`src/rtl/core/spq_pkg.sv`:
```
// types and constants shared by the sorted-insert priority queue
// no dependencies
`timescale 1ns / 1ps

package spq_pkg;

    localparam int CAPACITY_DEFAULT = 16;
    localparam int DATA_W           = 32;
    localparam int COUNT_W          = 5;

    localparam logic OP_INSERT = 1'b0;
    localparam logic OP_REMOVE = 1'b1;

    typedef struct packed {
        logic                     operation;
        logic signed [DATA_W-1:0] value;
    } cmd_item_t;

    typedef struct packed {
        logic signed [DATA_W-1:0] removed_value;
        logic                     removed_valid;
        logic                     overflow;
        logic [COUNT_W-1:0]       entry_count;
    } rsp_item_t;

    // what one cell shows its neighbors
    typedef struct packed {
        logic                     occupied;
        logic                     above;
        logic signed [DATA_W-1:0] entry;
    } cell_link_t;

    // broadcast from the top level to every cell
    typedef struct packed {
        logic                     do_insert;
        logic                     do_remove;
        logic signed [DATA_W-1:0] value;
    } cell_cmd_t;

endpackage

```
`src/rtl/core/spq_cell.sv`:
```
// one cell of the sorted chain: holds one entry and its occupied bit
// depends on spq_pkg
`timescale 1ns / 1ps

module spq_cell
    import spq_pkg::*;
(
    input  logic       clk,
    input  logic       rst_n,
    input  cell_cmd_t  cmd,
    input  cell_link_t lower,
    input  cell_link_t upper,
    output cell_link_t link
);

    logic                     occupied_reg;
    logic                     occupied_next;
    logic signed [DATA_W-1:0] entry_reg;
    logic signed [DATA_W-1:0] entry_next;
    logic                     above;

    // an empty cell counts as above any value
    assign above = !occupied_reg || (entry_reg > cmd.value);

    assign link.occupied = occupied_reg;
    assign link.above    = above;
    assign link.entry    = entry_reg;

    always_comb
    begin
        entry_next    = entry_reg;
        occupied_next = occupied_reg;
        if (cmd.do_insert)
        begin
            if (above)
            begin
                entry_next = lower.above ? lower.entry : cmd.value;
            end
            occupied_next = occupied_reg | lower.occupied;
        end
        else if (cmd.do_remove)
        begin
            entry_next    = upper.entry;
            occupied_next = upper.occupied;
        end
    end

    always_ff @(posedge clk or negedge rst_n)
    begin
        if (!rst_n)
        begin
            occupied_reg <= 1'b0;
        end
        else
        begin
            occupied_reg <= occupied_next;
        end
    end

    always_ff @(posedge clk)
    begin
        entry_reg <= entry_next;
    end

endmodule

```
`src/rtl/core/sorted_insert_priority_queue_unit.sv`:
```
// Bounded priority queue built as a chain of CAPACITY cells. Cell 0 holds
// the smallest stored value, so a remove takes it from cell 0 while every
// cell takes its upper neighbor's entry; an insert lets each cell compare
// its entry with the new value at once and shift up or take the value.
// One item is accepted per cycle unless cmd_stall is high, and its result
// is registered in the cycle after; the cell chain needs only a single
// compare-and-shift step. The command side stalls only while a result
// sits in the output register and the receiver stalls it. entry_count
// reports the low five bits of the occupancy.
// depends on spq_pkg and spq_cell
`timescale 1ns / 1ps

module sorted_insert_priority_queue_unit
    import spq_pkg::*;
#(
    parameter int CAPACITY = CAPACITY_DEFAULT
)
(
    input  logic      clk,
    input  logic      rst_n,
    input  logic      cmd_valid,
    output logic      cmd_stall,
    input  cmd_item_t cmd,
    output logic      rsp_valid,
    input  logic      rsp_stall,
    output rsp_item_t rsp
);

    localparam int CW = $clog2(CAPACITY + 1);

    cell_link_t      links [CAPACITY];
    cell_cmd_t       cell_cmd;
    logic            accept;
    logic            full;
    logic            empty;
    logic [CW-1:0]   count_reg;
    logic [CW-1:0]   count_next;
    logic [CW+4:0]   count_wide;
    logic            rsp_valid_reg;
    logic            rsp_valid_next;
    rsp_item_t       rsp_reg;
    rsp_item_t       rsp_next;

    assign cmd_stall = rsp_valid_reg && rsp_stall;
    assign accept    = cmd_valid && !cmd_stall;
    assign full      = links[CAPACITY-1].occupied;
    assign empty     = !links[0].occupied;

    assign cell_cmd.do_insert = accept && (cmd.operation == OP_INSERT) && !full;
    assign cell_cmd.do_remove = accept && (cmd.operation == OP_REMOVE) && !empty;
    assign cell_cmd.value     = cmd.value;

    genvar i;
    generate
        for (i = 0; i < CAPACITY; i++)
        begin : g_cell
            cell_link_t lower;
            cell_link_t upper;
            if (i == 0)
            begin : g_low_end
                assign lower = '{occupied: 1'b1, above: 1'b0, entry: '0};
            end
            else
            begin : g_low_mid
                assign lower = links[i-1];
            end
            if (i == CAPACITY - 1)
            begin : g_high_end
                assign upper = '{occupied: 1'b0, above: 1'b1, entry: '0};
            end
            else
            begin : g_high_mid
                assign upper = links[i+1];
            end
            spq_cell u_cell (
                .clk   (clk),
                .rst_n (rst_n),
                .cmd   (cell_cmd),
                .lower (lower),
                .upper (upper),
                .link  (links[i])
            );
        end
    endgenerate

    always_comb
    begin
        count_next = count_reg;
        if (cell_cmd.do_insert)
        begin
            count_next = count_reg + CW'(1);
        end
        else if (cell_cmd.do_remove)
        begin
            count_next = count_reg - CW'(1);
        end
        count_wide = {5'b0, count_next};

        rsp_next               = rsp_reg;
        rsp_valid_next         = rsp_valid_reg && rsp_stall;
        if (accept)
        begin
            rsp_valid_next         = 1'b1;
            rsp_next.removed_value = cell_cmd.do_remove ? links[0].entry : '0;
            rsp_next.removed_valid = cell_cmd.do_remove;
            rsp_next.overflow      = (cmd.operation == OP_INSERT) && full;
            rsp_next.entry_count   = count_wide[COUNT_W-1:0];
        end
    end

    always_ff @(posedge clk or negedge rst_n)
    begin
        if (!rst_n)
        begin
            count_reg     <= '0;
            rsp_valid_reg <= 1'b0;
        end
        else
        begin
            count_reg     <= count_next;
            rsp_valid_reg <= rsp_valid_next;
        end
    end

    always_ff @(posedge clk)
    begin
        rsp_reg <= rsp_next;
    end

    assign rsp_valid = rsp_valid_reg;
    assign rsp       = rsp_reg;

endmodule

```
`config.mk`:
```
export PLATFORM = sky130hd
export DESIGN_NAME = sorted_insert_priority_queue_unit
export DESIGN_NICKNAME = d
export VERILOG_FILES = /design/src/rtl/core/spq_pkg.sv /design/src/rtl/core/spq_cell.sv /design/src/rtl/core/sorted_insert_priority_queue_unit.sv
export SDC_FILE = /design/constraint.sdc
export NUM_CORES = 2
export LEC_CHECK = 0
export BUFFER_PORTS_ARGS = -buffer_cell sky130_fd_sc_hd__buf_2
export CAP_MARGIN = 20
export CELL_PAD_IN_SITES_DETAIL_PLACEMENT = 1
export CELL_PAD_IN_SITES_GLOBAL_PLACEMENT = 1
export CORE_ASPECT_RATIO = 1.2
export CORE_MARGIN = 2
export CORE_UTILIZATION = 51
export CTS_CLUSTER_DIAMETER = 200
export DETAILED_ROUTE_END_ITERATION = 12
export PLACE_DENSITY = 0.87
export RECOVER_POWER = 100
export SLEW_MARGIN = 20
export SYNTH_ARGS = -nofsm -noshare
export SYNTH_HDL_FRONTEND = slang
export SYNTH_HIERARCHICAL = 1
export SYNTH_SLANG_ARGS = --single-unit
export TNS_END_PERCENT = 50
```
`constraint.sdc`:
```
create_clock -name clk -period 5.4 [get_ports clk]
set_clock_uncertainty 0.1 [all_clocks]
set_input_delay 1.08 -clock clk [delete_from_list [all_inputs] [get_ports clk]]
set_output_delay 1.08 -clock clk [all_outputs]
set_load 0.005 [all_outputs]
```
# Word level (Yosys, flattened, before mapping)
# Cells that the tools add are included.
[word_totals] output_inout_bits=41 ff_bits=573 input_bits=37 elab_cells=243
[classes] bitwise_logic=16 n_addsub=2 eq_ne=16 mux=98 n_lt_le_gt_ge=16 n_reduce_logical=57
[ops] operator="two-way mux 32 bit" count=63
[ops] operator="> comparator 32 bit" count=16
[ops] operator="two-way mux 1 bit" count=33
[ops] operator="!= test 2 x 1 -> 1 bit, second input constant" count=16
[ops] operator="AND reduction 2 bit" count=16
[ops] operator="logical NOT 1 bit" count=17
[ops] operator="logical OR 1 bit" count=16
[ops] operator="bitwise OR 1 bit" count=15
[ops] operator="two-way mux 5 bit" count=2
[ops] operator="logical AND 1 bit" count=7
[ops] operator="adder 5 x 1 -> 5 bit, second input constant" count=1
[ops] operator="subtractor 5 x 1 -> 5 bit, second input constant" count=1
[ops] operator="nonzero test 2 bit" count=1
[ops] operator="NOT 1 bit" count=1

# Logic depth before layout (Yosys ltp)
[logic_depth] word_depth=7 ltp_mapped=13 ltp_nobuf=10

# Cells and area by module
# Netlist, hierarchy kept.
[modules_own_cells] mod="spq_cell" area_per_inst_um2=2526.2 instances=16 cells_per_inst=264 seq_area_each_um2=985.9
[modules_own_cells] mod="sorted_insert_priority_queue_unit" area_per_inst_um2=1786.7 instances=1 cells_per_inst=114 seq_area_each_um2=1321.3

# Least setup slack after synthesis
# Ideal clock, no wire load.
[synth_timing] kind="input to register" from="input port cmd_valid" to="register g_cell[0].u_cell.entry_reg[0], enable pin" t_required_ns=4.859 arrival_time_ns=4.387 path_slack_ns=0.473 path_stages=6 setup_ns=0.441 n_path_buf=2 cell_sequence="a21bo_4 -> nor3_1 -> clkbuf_1 -> clkbuf_1 -> nor2_1 -> a31oi_1"
[synth_lines] element="from (decl)" line_no="sorted_insert_priority_queue_unit.sv:21" source="input logic cmd_valid,"
[synth_lines] element="to (signal assigned)" line_no="spq_cell.sv:62" source="entry_reg <= entry_next;"
[synth_lines] element="to (decl)" line_no="spq_cell.sv:18" source="logic signed [DATA_W-1:0] entry_reg;"

==> impl_metrics.py <==
metrics = {
    "run_status": {
        "outcome": "finished with violations",
        "violations": "max-capacitance violations, max-slew violations",
    },
    "grt": {
        "grt_pass1_wl_mm": 187,
        "globalRouteOverflowTotal": 0,
        "track_usage": 0.273,
        "grt_start_max_net_pins": 197,
        "grt_pass1_vias": 35400,
        "antenna_found_initial": 4,
    },
    "power": {
        "p_per_area_nw_per_um2": 361,
        "power_leakage_nw": 22.6,
        "intPower_w": 0.0107,
        "seqPwrFrac": 0.403,
        "p_clk_frac": 0.270,
        "ir_drop_uv": 241,
        "sw_frac_of_total": 0.356,
        "p_switching_w": 0.00593,
        "finalPower_w": 0.0166,
        "combPwrFrac": 0.327,
    },
    "worst_setup_path": {
        "worstPathMaxFanout": 27,
        "end_kind": "register",
        "critical_path_class": "input port to register",
        "crit_path_start_kind": "input port",
        "r2r-start": "rsp_valid",
        "arrival_ps": 5260,
        "worstPathRequired_ps": 5640,
        "startpoint": "cmd[27]",
    },
    "sta": {
        "max_freq_mhz": 199,
        "hold_violations": 0,
        "timing.hold.ws_ps": 374,
        "tns_ps": 0,
        "setup_viol": 0,
        "min_period_ps": 5020,
        "slew_headroom": -0.411,
        "rsz0062_at_grt": "false",
        "setup_ws_ps": 383,
        "slew_violations": 475,
        "period_share": 0.929,
        "tightest_slew_ps": 2120,
    },
    "floorplan": {
        "core_area_um2": 82000,
        "rows": 115,
        "io_pins": 78,
        "die_h_um": 319,
        "start_util": 0.514,
        "dieWidth_um": 267,
        "dieArea_um2": 85100,
    },
    "routing": {
        "wire_per_inst_um": 21.0,
        "met3_length_mm": 3.26,
        "drt_first_pass_iters": 5,
        "antenna_left": 0,
        "top_layer": "met4",
        "drc": 0,
        "drt_iter0_drc": 1764,
        "met2_length_mm": 61.3,
        "vias_per_cell": 5.91,
        "met1Wirelength_mm": 46.5,
        "vias": 32600,
        "drt-total-wl_mm": 116,
    },
    "clock_tree": {
        "clk_root_buffer_cell": "clkbuf_16",
        "post_cts_resized": 0,
        "cts.sinks": 573,
        "clkTransAtPathRegs_ps": 60,
        "ctsLongestPathBuffers": 3,
        "cts-hold-fix-buffers": 0,
        "h-tree-depth": 3,
        "clk_latency_ps": 630,
        "cts-buffers-inserted": 69,
        "cts_tree": "built",
        "cts_setup_buffers": 0,
    },
    "synth": {
        "postSynthCellCount": 4336,
        "netlist_area_um2": 42200,
        "syn_avg_cell_area_um2": 9.73,
        "yosys_warnings": 6,
    },
    "layout": {
        "drive_above_1_share": 0.0674,
        "largest_reg_flops": 512,
        "instances_no_fill": 5519,
        "area_growth_pct": 9.35,
        "layout.nets": 4959,
    },
    "job": {
        "cap_violations": 7,
    },
    "placed_design": {
        "gp_congestion": 0.834,
        "portBuffers": 77,
        "dpl.hpwl_mm": 85.4,
        "pre_cts_slack_ps": 292,
        "dp.cells": 5390,
    },
    "min_path": {
        "hold_start": "count_reg[4]",
        "hold_class": "register to register",
    },
}
-- area by class of cell --
| class | instances | area [µm²] |
|---|---|---|
| diodes | 3 | 7.51 |
| repair buffers | 162 | 1250 |
| well taps | 1053 | 1320 |
| fillers | 9183 | 35900 |
| inverters | 532 | 2000 |
| clock buffers | 99 | 1940 |
| flip-flops and latches | 573 | 17100 |
| multi-input cells | 3070 | 22400 |
| clock inverters | 27 | 173 |
-- critical path: stages --
cell	delay [ps]
buf_2	460
clkbuf_1	300
inv_1	70
ha_1	360
nand4_4	140
nor4_1	790
a21oi_1	260
o211ai_1	230
o221ai_1	250
nand2_1	610
buf_12	270
mux2i_1	260
a21oi_1	120
-- through the flow --
step | util | cell area, µm²
after CTS | 0.567 | 46500
final | 0.563 | 46100
after floorplan | - | 42400
after detailed placement | 0.541 | 44400
after global routing | 0.563 | 46100
after global placement | 0.541 | 44400
-- power by group through the flow --
stage	clock network (W)	logic (W)	registers, W
after global placement	0	0.00502	0.00673
after floorplan	0	0.00406	0.00648
after detailed placement	0	0.00539	0.00680
final	0.00449	0.00544	0.00672
after global routing	0.00473	0.00602	0.00682
after CTS	0.00458	0.00550	0.00672
-- layer usage --
metal,GRT usage,up-vias
met5,0,-
met4,0.123,0
met3,0.0249,283
met2,0.506,655
met1,0.315,16100
li1,-,15600
-- placed cells by master (no fill, tap or decap), types with 13 or more instances in the layout --
cell	count
a21oi_1	689
nand2_1	133
buf_12	23
a21o_1	80
nand2b_1	32
buf_2	53
o21ai_1	13
nand4_2	14
nor4_2	21
nand3b_1	16
conb_1	67
o221ai_1	16
ha_1	514
or2b_1	16
nor2_1	595
a221oi_1	32
o21ai_0	52
and2_1	20
nand4_1	55
clkinv_1	26
mux2i_1	512
a211oi_1	16
dfrtp_1	22
nor2b_1	17
a221o_1	16
edfxtp_1	551
inv_1	514
nand3_1	17
o211ai_1	16
buf_4	51
a31oi_1	20
and2_0	31
clkbuf_16	72
clkbuf_1	51
-- final timing paths --
kind | cells past startpoint | end | slack, ps
worst max register to register | 7 | g_cell[7].u_cell/entry_reg[13] | 790
worst min register to register | 1 | count_reg[4] | 370
max in group asynchronous | 1 | g_cell[1].u_cell/occupied_reg | 3240
min in group asynchronous | 1 | g_cell[15].u_cell/occupied_reg | 860
worst max-delay path | 13 | g_cell[5].u_cell/entry_reg[17] | 380
worst min-delay path | 1 | count_reg[4] | 370
No activity file was read; power rests on OpenSTA's default activity.
